==> config.mk <==
export PLATFORM = sky130hd
export DESIGN_NAME = tivf_ram
export DESIGN_NICKNAME = d
export VERILOG_FILES = /design/src/rtl/tivf_ram.sv
export SDC_FILE = /design/constraint.sdc
export NUM_CORES = 1
export LEC_CHECK = 0
export ABC_AREA = 1
export BUFFER_PORTS_ARGS = -buffer_cell sky130_fd_sc_hd__buf_2
export CAP_MARGIN = 10
export CORE_AREA = 5 5 109 111
export CTS_CLUSTER_SIZE = 28
export DETAILED_ROUTE_END_ITERATION = 8
export DIE_AREA = 0 0 114 116
export PLACE_DENSITY = 0.75
export SLEW_MARGIN = 30
export SYNTH_ARGS = -nofsm -noshare
export SYNTH_HDL_FRONTEND = slang
export SYNTH_SLANG_ARGS = --single-unit
==> constraint.sdc <==
create_clock -name clock -period 1.2 [get_ports clock]
set_input_delay 0.06 -clock clock [delete_from_list [all_inputs] [get_ports clock]]
set_output_delay 0.06 -clock clock [all_outputs]
set_load 0.05 [all_outputs]
==> src/rtl/tivf_ram.sv <==
// generic single-port-write ram with registered read
module tivf_ram #(
   parameter int WIDTH = 8,
   parameter int DEPTH = 16
) (
   input  logic                     clock,
   input  logic                     wr_en,
   input  logic [$clog2(DEPTH)-1:0] wr_addr,
   input  logic [WIDTH-1:0]         wr_data,
   input  logic [$clog2(DEPTH)-1:0] rd_addr,
   output logic [WIDTH-1:0]         rd_data
);
   logic [WIDTH-1:0] mem [DEPTH];
   always_ff @(posedge clock) begin
      if (wr_en) mem[wr_addr] <= wr_data;
      rd_data <= mem[rd_addr];
   end
endmodule

==> results of run 1 <==
[cell families (layout without fill, tap and decap cells)]
group,Yosys count,in the layout,share of synthesized area
AND/OR/NAND/NOR,289,289,0.210
flip-flops,136,136,0.694
buffers and inverters,126,196,0.0952
[cell usage in the layout (no fill, tap or decap), drive strengths merged]
cell type / instances
nor2: 17
inv: 103
clkinvlp: 3
clkbuf: 21
bufinv: 3
dfxtp: 8
clkinv: 4
dlygate4sd3: 10
nand2: 173
edfxtp: 128
nand3: 97
buf: 52
nand3b: 2
[power by group through the flow]
stage	clock network [mW]	registers [mW]	logic [mW]
6_report	5.19	5.34	0.820
5_1_grt	5.48	5.35	0.887
4_1_cts	5.23	5.34	0.818
3_5_place_dp	0	5.44	0.778
3_3_place_gp	0	5.44	0.763
2_1_floorplan	0	5.54	0.375
[final cells by class]
cell class | instances | area, um^2
sequential | 136 | 4000
inverter | 102 | 383
multi-input combinational | 289 | 1210
clock inverter | 11 | 148
tap | 140 | 175
fill | 800 | 3830
clock buffer | 21 | 449
timing repair buffer | 62 | 493
[sequential cells by signal, summed over array words and instances, names as in the netlist]
| signal | flops |
|---|---|
| mem | 128 |
| rd_data | 8 |
[through the flow]
step	hold slack (ns)	worst slack, ns
finish	0.0693	0.0372
global route	0.105	0.000694
CTS	0.0555	0.0138
detailed placement	0.451	0.0555
global placement	0.440	0.0618
floorplan	0.159	0.189
[repair_timing]
item	in CTS	in global routing
endpoints found under the hold margin	134	0
gates resized for setup	1	0
setup buffers	0	0
endpoints found under the setup margin	1	0
hold buffers	10	0
[metal layers]
layer  vias up  global-route usage
li1       1890                   -
met5         -                   0
met2       200               0.358
met3        27              0.0507
met1      1867               0.266
met4         0              0.0863
[worst paths after layout]
path / endpoint / slack [ns] / cells past startpoint
setup / recovery: rd_data[3] / 0.04 / 1
hold / removal: rd_data[4]$_DFF_P_ / 0.07 / 6
setup reg to reg: rd_data[7]$_DFF_P_ / 0.13 / 6
hold reg to reg: rd_data[4]$_DFF_P_ / 0.65 / 6
==> results.toml, run 1 <==
[status]
status = "finished clean"

[synthesis]
ys_seq_area_frac = 0.694
ys.warnings.count = 0
synth-async-reset-ratio = 0
synth_nets = 569
synthFlopType = "edfxtp_1"
synth.avg_cell_area_um2 = 10.5
netlist_area_um2 = 5770
synth_edf_count = 128
yosysMostFrequentCell = "nand2_1"
synthTopCellsByArea = "edfxtp_1, nand2_1, nand3_1"
synth_top_area_frac = 0.667
synthCells = 551
yosysTopAreaCell = "edfxtp_1"
synth_common_cells = "nand2_1, edfxtp_1, inv_1, nand3_1, nor2_1"
ys_types = 12
yosys_register_bits = 136

[floorplan]
initial_utilization = 0.539
core_um2 = 10700
die-area_um2 = 13200
rows = 38
pin_count = 26
die_w_um = 114
die_h_um = 116

[routing]
drt_pass1_iterations = 6
drt-initial-drc-count = 449
via_per_inst = 5.24
vias = 3984
ant_nets = 0
met2_length_um = 6580
drc_errors = 0
wl_met1_um = 5110
drt_wl_total_um = 13100
dr_wl_met3_um = 1120
routed.top_layer = "met4"
routedWlPerCell_um = 17.2

[place]
io_buffers = 25
gp_congestion = 0.848
dpl.hpwl_um = 7810
place_inst = 719
placed_cell_area_um2 = 6170

[clock_tree]
cts_root_buffer = "clkbuf_8"
tritoncts = "yes"
clock_latency_ns = 0.52
cts_buffers = 17
clk_pin_slew_ns = 0.06
htree_levels = 4
cts_buffer_depth = 2
numClockSinks = 136

[setup_path]
critPathSlowestCell = "dfxtp_1"
worstPathRequired_ns = 1.14
startpoint = "rd_data[3]$_DFF_P_"
worstPathCellList = "buf_2"
path_buf_inv = 1
crit_fanout = 1
critical-path-top-delay-family = "flip-flops"
start_kind = "flip-flop"
cp-end-kind = "output pin"
r2r-start = "mem[0][7]$_DFFE_PP_"
arrival_ns = 1.10
max_stage_delay_ns = 0.32
critPathKind = "flip-flop to output pin"

[final_layout]
fin_cells = 761
finalInstanceArea_um2 = 6870
area_delta_synth_final_pct = 19.0
insertedDiodeCount = 0
nets = 626
drive_gt1_frac = 0.134
post-route-util = 0.642

[timing]
relSlewSlack = 0.742
setup_viol = 0
drv_slew = 0
layout_worst_path_cycle_share = 0.969
clock_skew_ns = 0.00653
rsz0062_at_grt = "no"
tightest_slew_ns = 0.387
fin_crit_ns = 1.16
hold_violations = 0
tns_ns = 0
fmax_mhz = 860

[global_route]
grt_start_max_net_pins = 34
track_usage = 0.212
antenna_found_initial = 0
grt_pass1_wl_um = 20600
grt_overflow = 0
grt_pass1_vias = 3929

[power_and_ir_drop]
power.switching_mw = 2.52
power.density_nw_per_um2 = 1650
p_sw_frac = 0.222
p_int_mw = 8.83
p_total_mw = 11.4
p_comb_frac = 0.072
seq_power_share = 0.471
leakage_nw = 3.00
ir_worst_vdd_mv = 1.11
p_clk_frac = 0.457

[hold_path]
min_path_type = "input port to flip-flop"
min_from = "rd_addr[1]"

[job]
drv_cap = 0
(Power assumes the default switching activity.)
==> run 2, diff against run 1 <==
Settings changed: PLACE_DENSITY 0.75 to 0.72, REMOVE_ABC_BUFFERS from default to 1.
==> run 2 against run 1 <==
Design area grew 0.35%; clock power grew 1%; critical path depth is the same.
==> results.toml, run 2 (synthesis results as in run 1) <==
[timing]
relSlewSlack = 0.769
layout_worst_path_cycle_share = 0.958
setup_viol = 0
rsz0062_at_grt = "no"
tightest_slew_ns = 0.346
whs_ns = 0.0562
hold_violations = 0
drv_slew = 0
fmax_mhz = 870
fin_crit_ns = 1.15
clock_skew_ns = 0.00740
tns_ns = 0

[setup_path]
worstPathRequired_ns = 1.14
path_buf_inv = 1
max_stage_delay_ns = 0.36
critPathSlowestCell = "dfxtp_1"
critPathKind = "flip-flop to output pin"
start_kind = "flip-flop"
cp-end-kind = "output pin"
worstPathCellList = "buf_4"
critical-path-top-delay-family = "flip-flops"
crit_fanout = 1
arrival_ns = 1.09

[final_layout]
drive_gt1_frac = 0.138
final_cell_mix = "nand2_1, edfxtp_1, inv_1"
largest_reg_flops = 128
nets = 627
regMostFlops = "mem"
layout_commonest_cell = "nand2_1"
seq_area_um2 = 4000
area_delta_synth_final_pct = 19.5
insertedDiodeCount = 0
fillers = 815
reg.largest.list = "mem (128), rd_data (8)"
multi_input_area_um2 = 1210

[clock_tree]
cts_root_buffer = "clkbuf_8"
clk_pin_slew_ns = 0.06
tritoncts = "yes"
clock_latency_ns = 0.52
numClockSinks = 136
cts_buffers = 17
htree_levels = 4
cts_buffer_depth = 2

[global_route]
grt_pass1_wl_um = 20500
antenna_found_initial = 0
track_usage = 0.210
grt.busiest_layer = "met2"
grt_start_max_net_pins = 65
grt_use_met1 = 0.248
gr-usage-met2 = 0.352
grt_overflow = 0
grt_pass1_vias = 4035
grt.met3_usage = 0.0668

[hold_path]
min_path_type = "input port to flip-flop"

[routing]
drt_wl_total_um = 13100
vias = 4008
routedWlPerCell_um = 17.1
drt-initial-drc-count = 342
drc_errors = 0
ant_nets = 0
drt_pass1_iterations = 5
via_per_inst = 5.26

[status]
status = "finished clean"

[floorplan]
die_h_um = 116
pin_count = 26
die-area_um2 = 13200
initial_utilization = 0.539
rows = 38
die_w_um = 114
core_um2 = 10700

[place]
io_buffers = 25
dpl.hpwl_um = 7850
gp_congestion = 0.862

[job]
drv_cap = 0

[power_and_ir_drop]
leakage_nw = 3.02
power.density_nw_per_um2 = 1660
ir_worst_vdd_mv = 1.05
==> run 2: cell types whose count changed in the layout (fill, tap and decap cells not counted), sizes merged <==
cell         delta
bufinv          +1
dlygate4sd3     -1
clkbuf          -1
buf             +1
inv             -1
clkinv          +2
==> run 2: area by class of cell <==
type | instances | share of cell area
repair buffers | 63 | 0.0743
clock inverters | 13 | 0.0262
clock buffers | 19 | 0.0612
multi-input cells | 289 | 0.176
flip-flops and latches | 136 | 0.581
inverters | 102 | 0.0556
well taps | 140 | 0.0254
==> run 2: stage by stage <==
step / cell area (um^2) / setup WS [ns] / power, mW / instances / util
floorplan: 5600 / 0.160 / 5.83 / 527 / -
global placement: 6180 / 0.0648 / 6.18 / 721 / 0.578
detailed placement: 6180 / 0.0354 / 6.21 / 721 / 0.578
CTS: 6880 / 0.0188 / 11.5 / 762 / 0.643
global route: 6890 / 0.00367 / 11.8 / 762 / 0.644
finish: 6890 / 0.0500 / 11.4 / 762 / 0.644
==> run 2: report_power, final <==
part           internal (mW)  switching, mW
clock                   3.36           1.90
sequential              5.31         0.0368
combinational          0.251          0.560
==> run 2: routing by layer <==
layer,vias up,share of wire
met4,0,0.023
li1,1892,-
met3,29,0.073
met5,-,0
met2,184,0.50
met1,1903,0.40
==> run 2: path summary, 6_finish.rpt <==
kind | startpoint | to | slack, ns | cells after the start
worst min register to register | mem[14][4]$_DFFE_PP_ | rd_data[4]$_DFF_P_ | 0.66 | 6
worst min-delay path | wr_addr[2] | mem[6][7]$_DFFE_PP_ | 0.06 | 3
worst max register to register | mem[5][3]$_DFFE_PP_ | rd_data[3]$_DFF_P_ | 0.22 | 6
worst max-delay path | rd_data[4]$_DFF_P_ | rd_data[4] | 0.05 | 1
==> run 2: what timing repair did <==
action | 4_1_cts | 5_1_grt
hold endpoints to repair | 136 | 0
pin swaps | 0 | 0
setup buffers | 0 | 0
hold buffers | 9 | 0
setup endpoints to repair | 4 | 2
resized for setup | 4 | 2
==> run 3, diff against run 2 <==
==> constraint.sdc (replaced) <==
create_clock -name clock -period 1.2 [get_ports clock]
set_input_delay 0.12 -clock clock [delete_from_list [all_inputs] [get_ports clock]]
set_output_delay 0.12 -clock clock [all_outputs]
set_load 0.05 [all_outputs]
==> run 3 against run 2 <==
Core utilization rose by 0.28 points; combinational power rose by 2%; global-route usage barely moved; non-clock buffer count increased by 1; clock power is 2% lower; register-to-register slack about the same; worst hold slack worse by 0.045 ns; final cell count rose by 0.13%; total power decreased by 0.64%; maximum frequency fell by 2.4%; via count is 1.5% lower; first-iteration DRC count fell by 3.5%; largest cell class unchanged.
==> results.toml, run 3 (synthesis results as in run 1) <==
[status]
status = "finished clean"

[place]
io_buffers = 25
place_inst = 724
gp_congestion = 0.836
pre_cts_ws_ns = -0.0305
dpl.hpwl_um = 7890
placed_cell_area_um2 = 6200

[floorplan]
die-area_um2 = 13200
die_w_um = 114
pin_count = 26
die_h_um = 116
core_um2 = 10700
rows = 38
initial_utilization = 0.539

[power_and_ir_drop]
ir_worst_vdd_mv = 1.00
power.density_nw_per_um2 = 1640
leakage_nw = 3.03

[clock_tree]
cts_buffers = 17
post_cts_buffers = 0
tritoncts = "yes"
numClockSinks = 136
clock_latency_ns = 0.52
cts_root_buffer = "clkbuf_8"
clk_pin_slew_ns = 0.06
cts_buffer_depth = 2
htree_levels = 4

[global_route]
grt_overflow = 0
track_usage = 0.209
antenna_found_initial = 0
grt_pass1_wl_um = 20600
grt_pass1_vias = 4057
grt_start_max_net_pins = 48

[setup_path]
max_stage_delay_ns = 0.36
crit_fanout = 1
critPathKind = "flip-flop to output pin"
start_kind = "flip-flop"
arrival_ns = 1.06
critPathSlowestCell = "dfxtp_1"
path_buf_inv = 1
worstPathRequired_ns = 1.08
critical-path-top-delay-family = "flip-flops"
reg2reg_setup_slack_ns = 0.23
worstPathCellList = "buf_6"
cp-end-kind = "output pin"

[final_layout]
fin_cells = 763
area_delta_synth_final_pct = 20.0
drive_gt1_frac = 0.148
largest_reg_flops = 128
final_cell_mix = "nand2_1, edfxtp_1, inv_1"
reg.largest.list = "mem (128), rd_data (8)"
nets = 628
regMostFlops = "mem"
layout_commonest_cell = "nand2_1"
insertedDiodeCount = 0
finalInstanceArea_um2 = 6920

[hold_path]
min_path_type = "input port to flip-flop"

[timing]
clock_skew_ns = 0.00597
drv_slew = 0
fin_crit_ns = 1.18
setup_viol = 0
hold_violations = 0
layout_worst_path_cycle_share = 0.982
relSlewSlack = 0.787
setup_ws_ns = 0.0219
tightest_slew_ns = 0.320
fmax_mhz = 849

[routing]
drt_wl_total_um = 12700
drt-initial-drc-count = 330
routedWlPerCell_um = 16.7
ant_nets = 0
vias = 3948
drc_errors = 0
drt_pass1_iterations = 6
via_per_inst = 5.17

[job]
drv_cap = 0
[run 3: report_power, final]
group	switching, mW	internal [mW]
Combinational	0.553	0.271
Sequential	0.0396	5.31
Clock	1.95	3.23
[run 3: timing repair]
item,CTS,global route
gates resized for setup,13,3
setup endpoints to repair,8,3
endpoints found under the hold margin,83,0
hold buffers,7,0
[run 3: through the flow]
step	util	power, mW	setup TNS (ns)	hold slack, ns
floorplan	-	5.83	0	0.219
global placement	0.580	6.19	0	0.495
detailed placement	0.580	6.21	-0.153	0.504
CTS	0.646	11.4	0	0.000234
global route	0.647	11.8	-0.00120	0.00784
finish	0.647	11.4	0	0.0109
[run 3: final timing paths]
check / start / endpoint / cells after the start
worst min-delay path: wr_data[6] / mem[7][6]$_DFFE_PP_ / 1
worst max-delay path: rd_data[1]$_DFF_P_ / rd_data[1] / 1
worst max register to register: mem[11][1]$_DFFE_PP_ / rd_data[1]$_DFF_P_ / 6
worst min register to register: mem[15][4]$_DFFE_PP_ / rd_data[4]$_DFF_P_ / 6
[run 3: per-layer routing]
metal  GRT usage  part of all wire  up-vias
met1       0.261              0.40     1893
li1            -                 -     1892
met4      0.0950             0.030        0
met5           0                 0        -
met2       0.347              0.50      131
met3      0.0538             0.069       32
[run 3: cell type report]
class | count | area [um^2]
clock buffers | 18 | 428
clock inverters | 14 | 173
fillers | 795 | 3780
inverters | 102 | 383
multi-input cells | 289 | 1210
flip-flops and latches | 136 | 4010
well taps | 140 | 175
repair buffers | 64 | 541
